==> config.mk <==
export PLATFORM = sky130hd
export DESIGN_NAME = audio_downward_expander
export DESIGN_NICKNAME = d
export VERILOG_FILES = /design/src/sv/adx_pkg.sv /design/src/sv/adx_mul.sv /design/src/sv/audio_downward_expander.sv
export SDC_FILE = /design/constraint.sdc
export NUM_CORES = 2
export LEC_CHECK = 0
export ABC_CLOCK_PERIOD_IN_PS = 22000
export BUFFER_PORTS_ARGS = -buffer_cell sky130_fd_sc_hd__clkbuf_2
export CAP_MARGIN = 0
export CORE_UTILIZATION = 50
export DETAILED_ROUTE_END_ITERATION = 10
export PLACE_DENSITY = 0.7
export SLEW_MARGIN = 20
export SYNTH_ARGS = -nofsm -noshare
export SYNTH_HDL_FRONTEND = slang
export SYNTH_SLANG_ARGS = --single-unit
==> constraint.sdc <==
create_clock -name clk_i -period 22 [get_ports clk_i]
set_input_delay 3.3 -clock clk_i [delete_from_list [all_inputs] [get_ports clk_i]]
set_output_delay 3.3 -clock clk_i [all_outputs]
set_load 0.01 [all_outputs]
==> src/sv/adx_pkg.sv <==
`default_nettype none

package adx_pkg;

  // Register indexes on the configuration port.
  localparam logic [1:0] CFG_THRESHOLD = 2'd0;
  localparam logic [1:0] CFG_RATIO     = 2'd1;
  localparam logic [1:0] CFG_ATTACK    = 2'd2;
  localparam logic [1:0] CFG_RELEASE   = 2'd3;

  // Fixed-point constants.
  localparam logic [16:0] UNITY     = 17'h10000;
  localparam logic [22:0] ENV_MAX   = 23'h7FFFFF;
  localparam logic [11:0] RATIO_ONE = 12'd256;
  localparam logic [30:0] R_ONE     = 31'h4000_0000;

  // Operations of the shared multiplier.
  typedef enum logic [2:0] {
    MUL_NONE,
    MUL_ENV,
    MUL_SQR,
    MUL_RATIO,
    MUL_EXP,
    MUL_OUT
  } mul_op_e;

  // Operation select and operands handed to the shared multiplier.
  typedef struct packed {
    mul_op_e            op;
    logic signed [23:0] diff;
    logic [15:0]        coef;
    logic [16:0]        mant;
    logic [20:0]        lg;
    logic [11:0]        ratio;
    logic [30:0]        root_acc;
    logic [29:0]        root;
    logic signed [15:0] smp;
    logic [16:0]        gain;
  } mul_req_t;

  // Successive square roots of one half in Q30: entry j holds 2^(-2^-(j+1)).
  // Only ever evaluated at elaboration.
  function automatic logic [15:0][29:0] exp_roots();
    logic [15:0][29:0] tab;
    logic [63:0]       k;
    logic [63:0]       v;
    logic [63:0]       res;
    logic [63:0]       bitv;
    tab = '0;
    k   = 64'h2000_0000;
    for (int i = 0; i < 16; i++) begin
      v    = k << 30;
      res  = '0;
      bitv = 64'h4000_0000_0000_0000;
      for (int n = 0; n < 32; n++) begin
        if (v >= res + bitv) begin
          v   = v - (res + bitv);
          res = (res >> 1) + bitv;
        end else begin
          res = res >> 1;
        end
        bitv = bitv >> 2;
      end
      k      = res;
      tab[i] = res[29:0];
    end
    return tab;
  endfunction

  localparam logic [15:0][29:0] EXP_ROOT = exp_roots();

  // Position of the highest set bit of a 23-bit level.
  function automatic logic [4:0] lead_one(input logic [22:0] v);
    logic [4:0] pos;
    pos = '0;
    for (int k = 0; k < 23; k++) begin
      if (v[k]) begin
        pos = 5'(k);
      end
    end
    return pos;
  endfunction

endpackage

`default_nettype wire

==> src/sv/adx_mul.sv <==
`default_nettype none

// Shared signed 32 x 32 multiplier with per-operation operand alignment.
module adx_mul (
  input  var adx_pkg::mul_req_t req_i,
  output logic signed [63:0]    prod_o
);

  logic signed [31:0] opa;
  logic signed [31:0] opb;

  // Extend each operation's operands to the common multiplier width.
  always_comb begin
    opa = '0;
    opb = '0;
    case (req_i.op)
      adx_pkg::MUL_ENV: begin
        opa = 32'(req_i.diff);
        opb = {16'd0, req_i.coef};
      end
      adx_pkg::MUL_SQR: begin
        opa = {15'd0, req_i.mant};
        opb = {15'd0, req_i.mant};
      end
      adx_pkg::MUL_RATIO: begin
        opa = {11'd0, req_i.lg};
        opb = {20'd0, req_i.ratio};
      end
      adx_pkg::MUL_EXP: begin
        opa = {1'b0, req_i.root_acc};
        opb = {2'd0, req_i.root};
      end
      adx_pkg::MUL_OUT: begin
        opa = 32'(req_i.smp);
        opb = {15'd0, req_i.gain};
      end
      default: begin
        opa = '0;
        opb = '0;
      end
    endcase
  end

  assign prod_o = opa * opb;

endmodule

`default_nettype wire

==> src/sv/audio_downward_expander.sv <==
`default_nettype none

// Channel   Signals                                      Direction
// -------   -------------------------------------------  ---------
// input     in_valid_i/in_ready_o, channel_i, sample_in_i  in
// output    out_valid_o/out_ready_i, sample_out_o,         out
//           gain_applied_o
// config    cfg_valid_i/cfg_ready_o, cfg_index_i,          in
//           cfg_data_i
//
// A request below the threshold passes through two 16-step log2 passes and a 16-step exp2
// pass on the one shared multiplier before its result is loaded into the output register.
// Unity, zero-envelope and out-of-range-channel requests, and a gain that underflows after
// the log2 passes, go straight to the output multiply. The sequencer returns to idle before
// it takes the next request; a result held by the receiver stalls the sequencer. Reset
// clears the envelopes; configuration writes are always accepted.
module audio_downward_expander #(
  parameter int CHANNELS = 2
) (
  input  wire                clk_i,
  input  wire                rst_ni,
  input  wire                in_valid_i,
  output logic               in_ready_o,
  input  wire                channel_i,
  input  wire signed [15:0]  sample_in_i,
  output logic               out_valid_o,
  input  wire                out_ready_i,
  output logic signed [15:0] sample_out_o,
  output logic [16:0]        gain_applied_o,
  input  wire                cfg_valid_i,
  output logic               cfg_ready_o,
  input  wire [1:0]          cfg_index_i,
  input  wire [15:0]         cfg_data_i
);

  // Only channel numbers 0 and 1 can be addressed.
  localparam int EnvDepth = (CHANNELS > 1) ? 2 : 1;

  localparam logic [3:0] S_IDLE   = 4'd0;
  localparam logic [3:0] S_ENV    = 4'd1;
  localparam logic [3:0] S_CHK    = 4'd2;
  localparam logic [3:0] S_LNORM  = 4'd3;
  localparam logic [3:0] S_LSQ    = 4'd4;
  localparam logic [3:0] S_MULD   = 4'd5;
  localparam logic [3:0] S_EXP    = 4'd6;
  localparam logic [3:0] S_SHIFT  = 4'd7;
  localparam logic [3:0] S_OUTMUL = 4'd8;

  logic [3:0]         state_q, state_d;
  logic [14:0]        thr_q;
  logic [11:0]        ratio_q;
  logic [15:0]        attack_q;
  logic [15:0]        release_q;
  logic [22:0]        env_q [EnvDepth];

  logic               ch_q, ch_d;
  logic               ch_ok_q, ch_ok_d;
  logic signed [15:0] smp_q, smp_d;
  logic signed [23:0] diff_q, diff_d;
  logic [15:0]        coef_q, coef_d;
  logic [22:0]        env_cur_q, env_cur_d;
  logic [4:0]         p_q, p_d;
  logic [16:0]        m_q, m_d;
  logic [15:0]        frac_q, frac_d;
  logic               pass_q, pass_d;
  logic [3:0]         cnt_q, cnt_d;
  logic [20:0]        lg_q, lg_d;
  logic [4:0]         q_q, q_d;
  logic [15:0]        f_q, f_d;
  logic [30:0]        r_q, r_d;
  logic [16:0]        gain_q, gain_d;
  logic               out_valid_q;
  logic signed [15:0] smp_out_q;
  logic [16:0]        gain_out_q;

  logic               accept;
  logic               out_free;
  logic               out_load;
  logic               env_we;
  logic [22:0]        env_rd;
  logic [15:0]        mag;
  logic [14:0]        level;
  logic [22:0]        lvl_q8;
  logic [22:0]        tq;
  logic [11:0]        ratio_ex;
  logic signed [24:0] env_sum;
  logic [22:0]        env_new;
  logic [22:0]        norm_src;
  logic [4:0]         lead;
  logic [22:0]        norm_v;
  logic [17:0]        sq;
  logic [16:0]        m_next;
  logic [15:0]        frac_next;
  logic [20:0]        log_val;
  logic [24:0]        t_val;
  logic [30:0]        gshift;
  logic signed [63:0] mul_p;
  adx_pkg::mul_req_t  mul_req;

  assign accept      = in_valid_i && in_ready_o;
  assign in_ready_o  = (state_q == S_IDLE);
  assign cfg_ready_o = 1'b1;
  assign out_free    = !out_valid_q || out_ready_i;
  assign out_load    = (state_q == S_OUTMUL) && out_free;

  // Configuration registers.
  always_ff @(posedge clk_i or negedge rst_ni) begin
    if (!rst_ni) begin
      thr_q     <= '0;
      ratio_q   <= 12'd256;
      attack_q  <= 16'd6554;
      release_q <= 16'd655;
    end else if (cfg_valid_i) begin
      case (cfg_index_i)
        adx_pkg::CFG_THRESHOLD: thr_q     <= cfg_data_i[14:0];
        adx_pkg::CFG_RATIO:     ratio_q   <= cfg_data_i[11:0];
        adx_pkg::CFG_ATTACK:    attack_q  <= cfg_data_i;
        adx_pkg::CFG_RELEASE:   release_q <= cfg_data_i;
        default:                thr_q     <= thr_q;
      endcase
    end
  end

  // Envelope read for the incoming request.
  always_comb begin
    env_rd = env_q[0];
    for (int k = 1; k < EnvDepth; k++) begin
      if (channel_i == 1'(k)) begin
        env_rd = env_q[k];
      end
    end
  end

  // Rectified and saturated level of the incoming sample.
  always_comb begin
    mag    = sample_in_i[15] ? (~sample_in_i + 16'd1) : sample_in_i;
    level  = mag[15] ? 15'h7FFF : mag[14:0];
    lvl_q8 = {level, 8'd0};
  end

  assign tq       = {thr_q, 8'd0};
  assign ratio_ex = (ratio_q > adx_pkg::RATIO_ONE) ? (ratio_q - adx_pkg::RATIO_ONE) : '0;

  // Shared multiplier: operands follow the sequencer state.
  always_comb begin
    mul_req          = '0;
    mul_req.diff     = diff_q;
    mul_req.coef     = coef_q;
    mul_req.mant     = m_q;
    mul_req.lg       = lg_q;
    mul_req.ratio    = ratio_ex;
    mul_req.root_acc = r_q;
    mul_req.root     = adx_pkg::EXP_ROOT[cnt_q];
    mul_req.smp      = smp_q;
    mul_req.gain     = gain_q;
    case (state_q)
      S_ENV:    mul_req.op = adx_pkg::MUL_ENV;
      S_LSQ:    mul_req.op = adx_pkg::MUL_SQR;
      S_MULD:   mul_req.op = adx_pkg::MUL_RATIO;
      S_EXP:    mul_req.op = adx_pkg::MUL_EXP;
      S_OUTMUL: mul_req.op = adx_pkg::MUL_OUT;
      default:  mul_req.op = adx_pkg::MUL_NONE;
    endcase
  end

  adx_mul u_mul (
    .req_i  (mul_req),
    .prod_o (mul_p)
  );

  // Envelope step: old envelope plus the floored weighted difference, clamped.
  always_comb begin
    env_sum = $signed({2'b00, env_cur_q}) + $signed(mul_p[40:16]);
    if (env_sum < 0) begin
      env_new = '0;
    end else if (env_sum > $signed({2'b00, adx_pkg::ENV_MAX})) begin
      env_new = adx_pkg::ENV_MAX;
    end else begin
      env_new = env_sum[22:0];
    end
  end

  // Normalisation of the log2 operand so that bit 16 of the mantissa is set.
  always_comb begin
    norm_src = pass_q ? env_cur_q : tq;
    lead     = adx_pkg::lead_one(norm_src);
    norm_v   = norm_src << (5'd22 - lead);
  end

  // One squaring step of the log2 fraction.
  always_comb begin
    sq        = mul_p[33:16];
    m_next    = sq[17] ? sq[17:1] : sq[16:0];
    frac_next = {frac_q[14:0], sq[17]};
    log_val   = {p_q, frac_next};
  end

  assign t_val  = mul_p[32:8];
  assign gshift = r_q >> (5'd14 + q_q);

  // Sequencer and datapath next values.
  always_comb begin
    state_d   = state_q;
    ch_d      = ch_q;
    ch_ok_d   = ch_ok_q;
    smp_d     = smp_q;
    diff_d    = diff_q;
    coef_d    = coef_q;
    env_cur_d = env_cur_q;
    p_d       = p_q;
    m_d       = m_q;
    frac_d    = frac_q;
    pass_d    = pass_q;
    cnt_d     = cnt_q;
    lg_d      = lg_q;
    q_d       = q_q;
    f_d       = f_q;
    r_d       = r_q;
    gain_d    = gain_q;
    env_we    = 1'b0;
    case (state_q)
      S_IDLE: begin
        if (accept) begin
          ch_d      = channel_i;
          ch_ok_d   = 32'(channel_i) < CHANNELS;
          smp_d     = sample_in_i;
          diff_d    = $signed({1'b0, lvl_q8}) - $signed({1'b0, env_rd});
          coef_d    = (lvl_q8 > env_rd) ? attack_q : release_q;
          env_cur_d = env_rd;
          state_d   = S_ENV;
        end
      end
      S_ENV: begin
        if (!ch_ok_q) begin
          gain_d  = adx_pkg::UNITY;
          state_d = S_OUTMUL;
        end else begin
          env_we    = 1'b1;
          env_cur_d = env_new;
          state_d   = S_CHK;
        end
      end
      S_CHK: begin
        if (env_cur_q >= tq) begin
          gain_d  = adx_pkg::UNITY;
          state_d = S_OUTMUL;
        end else if (env_cur_q == '0) begin
          gain_d  = '0;
          state_d = S_OUTMUL;
        end else begin
          pass_d  = 1'b0;
          state_d = S_LNORM;
        end
      end
      S_LNORM: begin
        m_d     = norm_v[22:6];
        p_d     = lead;
        frac_d  = '0;
        cnt_d   = '0;
        state_d = S_LSQ;
      end
      S_LSQ: begin
        m_d    = m_next;
        frac_d = frac_next;
        cnt_d  = cnt_q + 4'd1;
        if (cnt_q == 4'd15) begin
          if (!pass_q) begin
            lg_d    = log_val;
            pass_d  = 1'b1;
            state_d = S_LNORM;
          end else begin
            lg_d    = lg_q - log_val;
            state_d = S_MULD;
          end
        end
      end
      S_MULD: begin
        if (t_val[24:16] > 9'd16) begin
          gain_d  = '0;
          state_d = S_OUTMUL;
        end else begin
          q_d     = t_val[20:16];
          f_d     = t_val[15:0];
          r_d     = adx_pkg::R_ONE;
          cnt_d   = '0;
          state_d = S_EXP;
        end
      end
      S_EXP: begin
        if (f_q[15]) begin
          r_d = mul_p[60:30];
        end
        f_d   = {f_q[14:0], 1'b0};
        cnt_d = cnt_q + 4'd1;
        if (cnt_q == 4'd15) begin
          state_d = S_SHIFT;
        end
      end
      S_SHIFT: begin
        gain_d  = (gshift > 31'(adx_pkg::UNITY)) ? adx_pkg::UNITY : gshift[16:0];
        state_d = S_OUTMUL;
      end
      S_OUTMUL: begin
        if (out_free) begin
          state_d = S_IDLE;
        end
      end
      default: begin
        state_d = S_IDLE;
      end
    endcase
  end

  // Control registers.
  always_ff @(posedge clk_i or negedge rst_ni) begin
    if (!rst_ni) begin
      state_q     <= S_IDLE;
      out_valid_q <= 1'b0;
    end else begin
      state_q <= state_d;
      if (out_load) begin
        out_valid_q <= 1'b1;
      end else if (out_ready_i) begin
        out_valid_q <= 1'b0;
      end
    end
  end

  // Per-channel envelope state.
  for (genvar k = 0; k < EnvDepth; k++) begin : g_env
    always_ff @(posedge clk_i or negedge rst_ni) begin
      if (!rst_ni) begin
        env_q[k] <= '0;
      end else if (env_we && (ch_q == 1'(k))) begin
        env_q[k] <= env_new;
      end
    end
  end

  // Working registers of the sequencer.
  always_ff @(posedge clk_i) begin
    ch_q      <= ch_d;
    ch_ok_q   <= ch_ok_d;
    smp_q     <= smp_d;
    diff_q    <= diff_d;
    coef_q    <= coef_d;
    env_cur_q <= env_cur_d;
    p_q       <= p_d;
    m_q       <= m_d;
    frac_q    <= frac_d;
    pass_q    <= pass_d;
    cnt_q     <= cnt_d;
    lg_q      <= lg_d;
    q_q       <= q_d;
    f_q       <= f_d;
    r_q       <= r_d;
    gain_q    <= gain_d;
  end

  // Output register: the floored product of sample and gain.
  always_ff @(posedge clk_i) begin
    if (out_load) begin
      smp_out_q  <= mul_p[31:16];
      gain_out_q <= gain_q;
    end
  end

  assign out_valid_o    = out_valid_q;
  assign sample_out_o   = smp_out_q;
  assign gain_applied_o = gain_out_q;

  // The sequencer leaves idle as soon as a request is taken.
  a_busy_after_accept: assert property (@(posedge clk_i) disable iff (!rst_ni)
    accept |=> !in_ready_o)
    else $error("input still ready after a request was taken");

  // Every log2 squaring step works on a normalised mantissa.
  a_mant_normalised: assert property (@(posedge clk_i) disable iff (!rst_ni)
    (state_q == S_LSQ) |-> m_q[16])
    else $error("log2 mantissa lost its leading one");

  // The exp2 accumulator never grows above one.
  a_exp_bounded: assert property (@(posedge clk_i) disable iff (!rst_ni)
    (state_q == S_EXP) |-> (r_q <= adx_pkg::R_ONE))
    else $error("exp2 accumulator above one");

  // A delivered gain never exceeds unity.
  a_gain_bounded: assert property (@(posedge clk_i) disable iff (!rst_ni)
    out_valid_o |-> (gain_applied_o <= adx_pkg::UNITY))
    else $error("gain above unity");

  // A result is only loaded into a free output register.
  a_no_overwrite: assert property (@(posedge clk_i) disable iff (!rst_ni)
    out_load |-> (!out_valid_q || out_ready_i))
    else $error("pending result overwritten");

endmodule

`default_nettype wire

### Word level (Yosys, flattened, before mapping)

Memories as Yosys holds them, arrays and structs flattened. A register that Yosys moved wholly into a read port is not among the register bits.
Index checks and enable logic that the tools add are counted.

* memories: 1
* bits in latches: 0
* bits in registers: 355
* input bits: 40
* memory bits (read-only): 480
* output and inout bits: 36
* RAM bits: 0

Memories
* (name not given): depth 16, width 30, rd ports 1, clocked after memory_dff 1, wr ports 0, line audio_downward_expander.sv:153 `mul_req.root = adx_pkg::EXP_ROOT[cnt_q];`

* bitwise gates (word level): 4
* multiplexer cells: 69
* shifts and indexed selects: 2
* $add $sub $neg: 8
* order comparisons: 8
* multiply operators: 1
* eq/ne operators: 27
* div/mod/pow operators: 0
* reductions and logical operators: 31

Operator list (count)
* $pmux W32 S5: 1
* $pmux W30 S5: 1
* $mux W23: 5
* $mux W5: 21
* $mux W17: 5
* $mux W31: 2
* $pmux W31 S2: 1
* $mul A32 B31 Y61: 1
* $pmux W17 S3: 1
* $mux W16: 3
* $pmux W23 S2: 1
* $mux W4: 9
* $pmux W4 S9: 1
* $pmux W17 S2: 1
* $pmux W16 S2: 1
* $gt A31 B17 Y1 const B: 1
* $shr A31 B5 Y31: 1
* $mux W30: 1
* $pmux W15 S2: 1
* $add A24 B25 Y25: 1
* $gt A25 B24 Y1 const B: 1
* $lt A25 B1 Y1 const B: 1
* $sub A23 B23 Y24: 1
* $ge A23 B23 Y1: 1
* other kinds (46): 87

### Longest topological paths before layout

* word-level depth: 26
* mapped depth: 55

### Hierarchy

Synthesis repeated with hierarchy kept, for this count alone.

* cell total of the unflattened synthesis: 5884
* area, all modules: 56724.4 um^2

Modules (own cells, without submodules)
* adx_mul: area an instance 34540.6 um^2, instances 1, sequential area each 0.0 um^2, cells each 3869
* audio_downward_expander: area an instance 22183.8 um^2, instances 1, sequential area each 10707.8 um^2, cells each 2015

### Worst setup path after synthesis

Ideal clock, no wire load.

* kind: register -> register
* from: register ratio_q[8]
* to: register lg_q[20], data pin
* data arrival time: 11169 ps
* setup time: 263 ps
* cell stages (with the launch flop): 49
* path slack: 10568 ps
* required time: 21737 ps
* period minus slack after synthesis: 11432 ps
* cell sequence: dfstp_2 -> ha_1 -> nor4b_1 -> nand2_1 -> o41ai_1 -> o2111a_1 -> clkbuf_1 -> clkbuf_1 -> nor2_1 -> fa_1 -> fa_1 -> fa_1 -> inv_1 -> fa_1 -> inv_1 -> fa_1 -> inv_1 -> fa_1 -> (+13 left out) -> a21oi_1 -> xnor2_1 -> clkbuf_1 -> ha_1 -> fa_1 -> nor2b_1 -> o21ai_0 -> a21boi_0 -> o21ai_0 -> a21boi_0 -> o21ai_0 -> a21boi_0 -> o21ai_0 -> a21oi_1 -> a21o_1 -> o41ai_1 -> mux2i_1 -> xor2_1

* cells in the longest elaborated chain, start to end: 6

RTL lines
* start: declaration: line audio_downward_expander.sv:51 `logic [11:0] ratio_q;`
* start signal: assignment: line audio_downward_expander.sv:116 `adx_pkg::CFG_RATIO: ratio_q <= cfg_data_i[11:0];`
* $sub A12 B9 Y12 / $gt A12 B9 Y1 (equally long branches): line audio_downward_expander.sv:142 `assign ratio_ex = (ratio_q > adx_pkg::RATIO_ONE) ? (ratio_q - adx_pkg::RATIO_ONE) : '0;`
* $mux W12 *: line audio_downward_expander.sv:142
* $pmux W30 S5 *: line adx_mul.sv:16 `case (req_i.op)`
* $mul A32 B31 Y61 *: line adx_mul.sv:44 `assign prod_o = opa * opb;`
* named net mul_p[33]: line audio_downward_expander.sv:97 `logic signed [63:0] mul_p;`
* $sub A21 B21 Y21 *: line audio_downward_expander.sv:272 `lg_d = lg_q - log_val;`
* $mux W21 *: line audio_downward_expander.sv:267 `if (!pass_q) begin`
* end signal: assignment: line audio_downward_expander.sv:353 `lg_q <= lg_d;`
* end: declaration: line audio_downward_expander.sv:67 `logic [20:0] lg_q, lg_d;`

The timed path passes the listed nets; every way through them passes the cells marked *.
A chain may end at the register's enable or synchronous reset.

### Final worst setup path

* from: register state_q[2]
* to: register env_cur_q[19], data pin

* cells in the longest elaborated chain, start to end: 10

RTL lines
* start: declaration: line audio_downward_expander.sv:49 `logic [3:0] state_q, state_d;`
* start signal: assignment: line audio_downward_expander.sv:320 `state_q <= state_d;`
* $eq A4 B4 Y1 (tied with other cells): line audio_downward_expander.sv:156 `case (state_q)`
* $pmux W3 S5 *: line audio_downward_expander.sv:156
* $eq A3 B3 Y1 (tied with other cells): line adx_mul.sv:16
* $pmux W32 S5 / $pmux W30 S5 (equally long branches): line adx_mul.sv:16
* $mul A32 B31 Y61 *: line adx_mul.sv:44
* named net mul_p[29]: line audio_downward_expander.sv:97
* $add A24 B25 Y25 *: line audio_downward_expander.sv:173 `env_sum = $signed({2'b00, env_cur_q}) + $signed(mul_p[40:16]);`
* $gt A25 B24 Y1: line audio_downward_expander.sv:176 `end else if (env_sum > $signed({2'b00, adx_pkg::ENV_MAX})) begin`
* $mux W23: line audio_downward_expander.sv:176
* $mux W23 *: line audio_downward_expander.sv:174 `if (env_sum < 0) begin`
* $pmux W23 S2 *: line audio_downward_expander.sv:221 `case (state_q)`
* named net env_cur_d[19]: line audio_downward_expander.sv:61 `logic [22:0] env_cur_q, env_cur_d;`
* end signal: assignment: line audio_downward_expander.sv:347 `env_cur_q <= env_cur_d;`
* end: declaration: line audio_downward_expander.sv:61

Marked as above.

==> flow_metrics.tcl <==
set metrics [dict create \
    critical-path-slowest-cell "sky130_fd_sc_hd__nand3_1" \
    hold_path_class "reg -> reg" \
    post-dp-hpwl_um 142000 \
    cts_made_buffers 44 \
    totalWireLength_um 178000 \
    drcViolationCount 0 \
    worstPathMaxFanout 88 \
    grt-ovfl-total 0 \
    mappedNetlistArea_mm2 0.0557 \
    cap_violations 0 \
    via_count_of_the_first_global_routing_pass 44029 \
    hold-path-cell-count 2 \
    fmaxAchievable_mhz 69.0 \
    syn2layout_area_growth_pct 6.39 \
    root_buffer "sky130_fd_sc_hd__clkbuf_16" \
    crit_type "reg -> reg" \
    route.detailed.wl_per_inst_um 24.1 \
    cts_hold_buffers 0 \
    remaining_antenna_violation_count_after_routing 0 \
    sequential_cell_area_mm2 0.0107 \
    synth_cell_types 98 \
    worst_pin_slew_ns 1.23 \
    holdWs_ns 0.481 \
    synth_top_cell_area_share_pct 35.8 \
    first_iter_violations 4462 \
    clk_latency_ns 0.61 \
    cpPeakStageDelay_ns 0.90 \
    place.port_buffers 74 \
    row_count 122 \
    status "finished, final reports clean" \
    clockBufferDepth 3 \
    commonest_non_fill_non_tap_cells_in_the_layout "1064 x sky130_fd_sc_hd__inv_1, 997 x sky130_fd_sc_hd__fa_1, 815 x sky130_fd_sc_hd__nand2_1, 465 x sky130_fd_sc_hd__nor2_1, 264 x sky130_fd_sc_hd__ha_1" \
    timing.critical_path.mode_cell "sky130_fd_sc_hd__fa_1" \
    startpoint_type "register" \
    ff2ff_path_depth 39 \
    maximum_number_of_pins_on_one_net_before_global_route_repair 89 \
    synth-warning-count 0 \
    layout_min_cycle_time_ns 14.49 \
    multi_input_comb_area_mm2 0.0400 \
    clock_tree.htree_level_count 2 \
    grt_first_pass_wirelength_um 271000 \
    r2r_start "state_q[2]$_DFFE_PN0P_" \
    final_layout_size_suffix_gt1_share_pct 7.04 \
    crit_required_ns 22.42 \
    die_width_um 336 \
    via_cell_ratio 5.88 \
    setup.worst_path.end_class "register" \
    firstDrtPassIters 6 \
    synth_edf_count 245 \
    worstHoldEndpoint "env_q[34]$_DFFE_PN0P_" \
    synth_seq_cells 384 \
    timing.reg2reg.setup_slack_ns 7.51 \
    coreArea_mm2 0.111 \
    timing.critical_path.arrival_ns 14.91 \
    vias_post_dr 43257 \
    grt_antenna_before_repair 6 \
    die_area_mm2 0.113 \
    final-hold-violation-count 0 \
    yosysSeqAreaShare_pct 19.2 \
    grt.total_usage_pct 32.2 \
    tritoncts_clock_tree "yes" \
    post-cts-setup-buffer-count 0 \
    max-slew-margin-rel_pct 17.6 \
    worst_clock_skew_ns 0.0488 \
    layout.cells.most_common "sky130_fd_sc_hd__inv_1" \
    pin_count 76 \
    synthDominantAreaCellType "sky130_fd_sc_hd__fa_1" \
    place_congestion 1.02 \
    rsz0062_at_grt "no" \
    final.fill_count 10062 \
    worst_hold_startpoint "env_q[34]$_DFFE_PN0P_" \
    post_synth_main_area_contributors "sky130_fd_sc_hd__fa_1 36%, sky130_fd_sc_hd__edfxtp_1 13%, sky130_fd_sc_hd__inv_1 7.2%" \
    share_of_the_clock_period_used_by_the_worst_path_pct 65.8 \
    fp.dieH_um 336 \
    num-nets-final 7131 \
    postSynth.topFlopCell "sky130_fd_sc_hd__edfxtp_1" \
    synthesis.instances 5878 \
    setup_violations 0 \
    numClockSinks 384 \
    cts_repair_resize_count 0 \
    r2r_end "env_cur_q[19]$_DFFE_PP_" \
    synth_async_sr_flop_share_pct 28.6 \
    synth_area_per_cell_um2 9.47 \
    final_max_slew_viol_count 0 \
    start_util_pct 50.4 \
    setup_total_negative_slack_ns 0 \
    clk_pin_slew_ns 0.06 \
]
## cells by family after synthesis
group,count (synthesis),share of synthesized area (%)
and+or+nand+nor,1791,14.4
muxes,245,5.12
DFF,384,19.2
buffers and inverters,1365,9.31
AOI/OAI and AO/OA,690,8.00
other,2,0.0135
xor gates and xnor gates,139,2.19
adders and majority gates,1262,41.8
## sequential cells by signal, indices dropped and copies added, names as in the netlist, 5 cells and up
| name | flops |
|---|---|
| sample_out_o | 16 |
| lg_q | 21 |
| r_q | 31 |
| thr_q | 15 |
| gain_q | 17 |
| env_cur_q | 23 |
| m_q | 17 |
| frac_q | 15 |
| q_q | 5 |
| p_q | 5 |
| diff_q | 24 |
| smp_q | 16 |
| coef_q | 16 |
| env_q | 46 |
| ratio_q | 12 |
| attack_q | 16 |
| release_q | 16 |
| gain_applied_o | 17 |
| mul_req | 29 |
| f_q | 16 |
## synth_stat cells (all sizes together), types with 14 or more instances
master  number
inv       1067
fa         997
nand2      815
nor2       466
ha         264
clkbuf     254
edfxtp     245
o21ai      200
and3       169
a21oi      144
mux2i      133
dfrtp       96
xnor2       90
mux2        89
a21o        76
nand3       73
xor2        49
and2        47
a22oi       44
nor3        43
nand4       38
buf         37
nand2b      35
o22ai       34
dfxtp       29
a31oi       25
o21a        25
mux4        23
nor2b       18
o21bai      15
a21boi      14
dfstp       14
## layout make-up
class | instances | share of cell area [%]
diodes | 2 | 0.00845
clock inverters | 30 | 0.644
inverters | 1074 | 6.80
multi-input cells | 4150 | 67.4
repair buffers | 176 | 1.96
well taps | 1488 | 3.14
clock buffers | 52 | 1.93
flip-flops and latches | 384 | 18.1
## critical path: cells and delay by family (launching register included)
family                     cells  cell delay (ns)
adders and majority gates     10             4.78
buffers and inverters          6             1.77
xor gates and xnor gates       1             0.61
muxes                          1             0.23
and+or+nand+nor                6             1.72
DFF                            1             0.72
AOI/OAI and AO/OA             15             4.44
## per-layer routing
layer | part of all wire [%] | global-route usage [%] | vias up | wire length (um)
li1 | - | - | 18532 | -
met1 | 39 | 43.8 | 21894 | 69400
met2 | 44 | 49.2 | 2353 | 78900
met3 | 11 | 7.20 | 478 | 19400
met4 | 5.6 | 14.8 | 0 | 9880
met5 | 0 | 0 | - | 0
## per-stage QoR
step	setup WS (ns)	instances	util, %	instance area, um2
after floorplan	10.57	5899	-	55800
after global placement	8.22	7271	52.2	57700
after detailed placement	7.85	7271	52.2	57700
after CTS	7.77	7353	53.6	59200
after global routing	6.73	7354	53.6	59200
final	7.51	7356	53.6	59300
## worst max path at each step
| stage | startpoint | end | slack (ns) |
|---|---|---|---|
| finish | state_q[2]$_DFFE_PN0P_ | env_cur_q[19]$_DFFE_PP_ | 7.51 |
| global route | state_q[2]$_DFFE_PN0P_ | env_cur_q[10]$_DFFE_PP_ | 6.73 |
| CTS | state_q[2]$_DFFE_PN0P_ | env_cur_q[19]$_DFFE_PP_ | 7.77 |
| detailed placement | state_q[2]$_DFFE_PN0P_ | env_cur_q[19]$_DFFE_PP_ | 7.85 |
| global placement | state_q[2]$_DFFE_PN0P_ | env_cur_q[11]$_DFFE_PP_ | 8.22 |
| floorplan | ratio_q[8]$_DFFE_PN1P_ | lg_q[20]$_DFFE_PP_ | 10.57 |
Power is not shown: default switching activity piles up to over one toggle a cycle in this logic, so the estimate is an artifact.
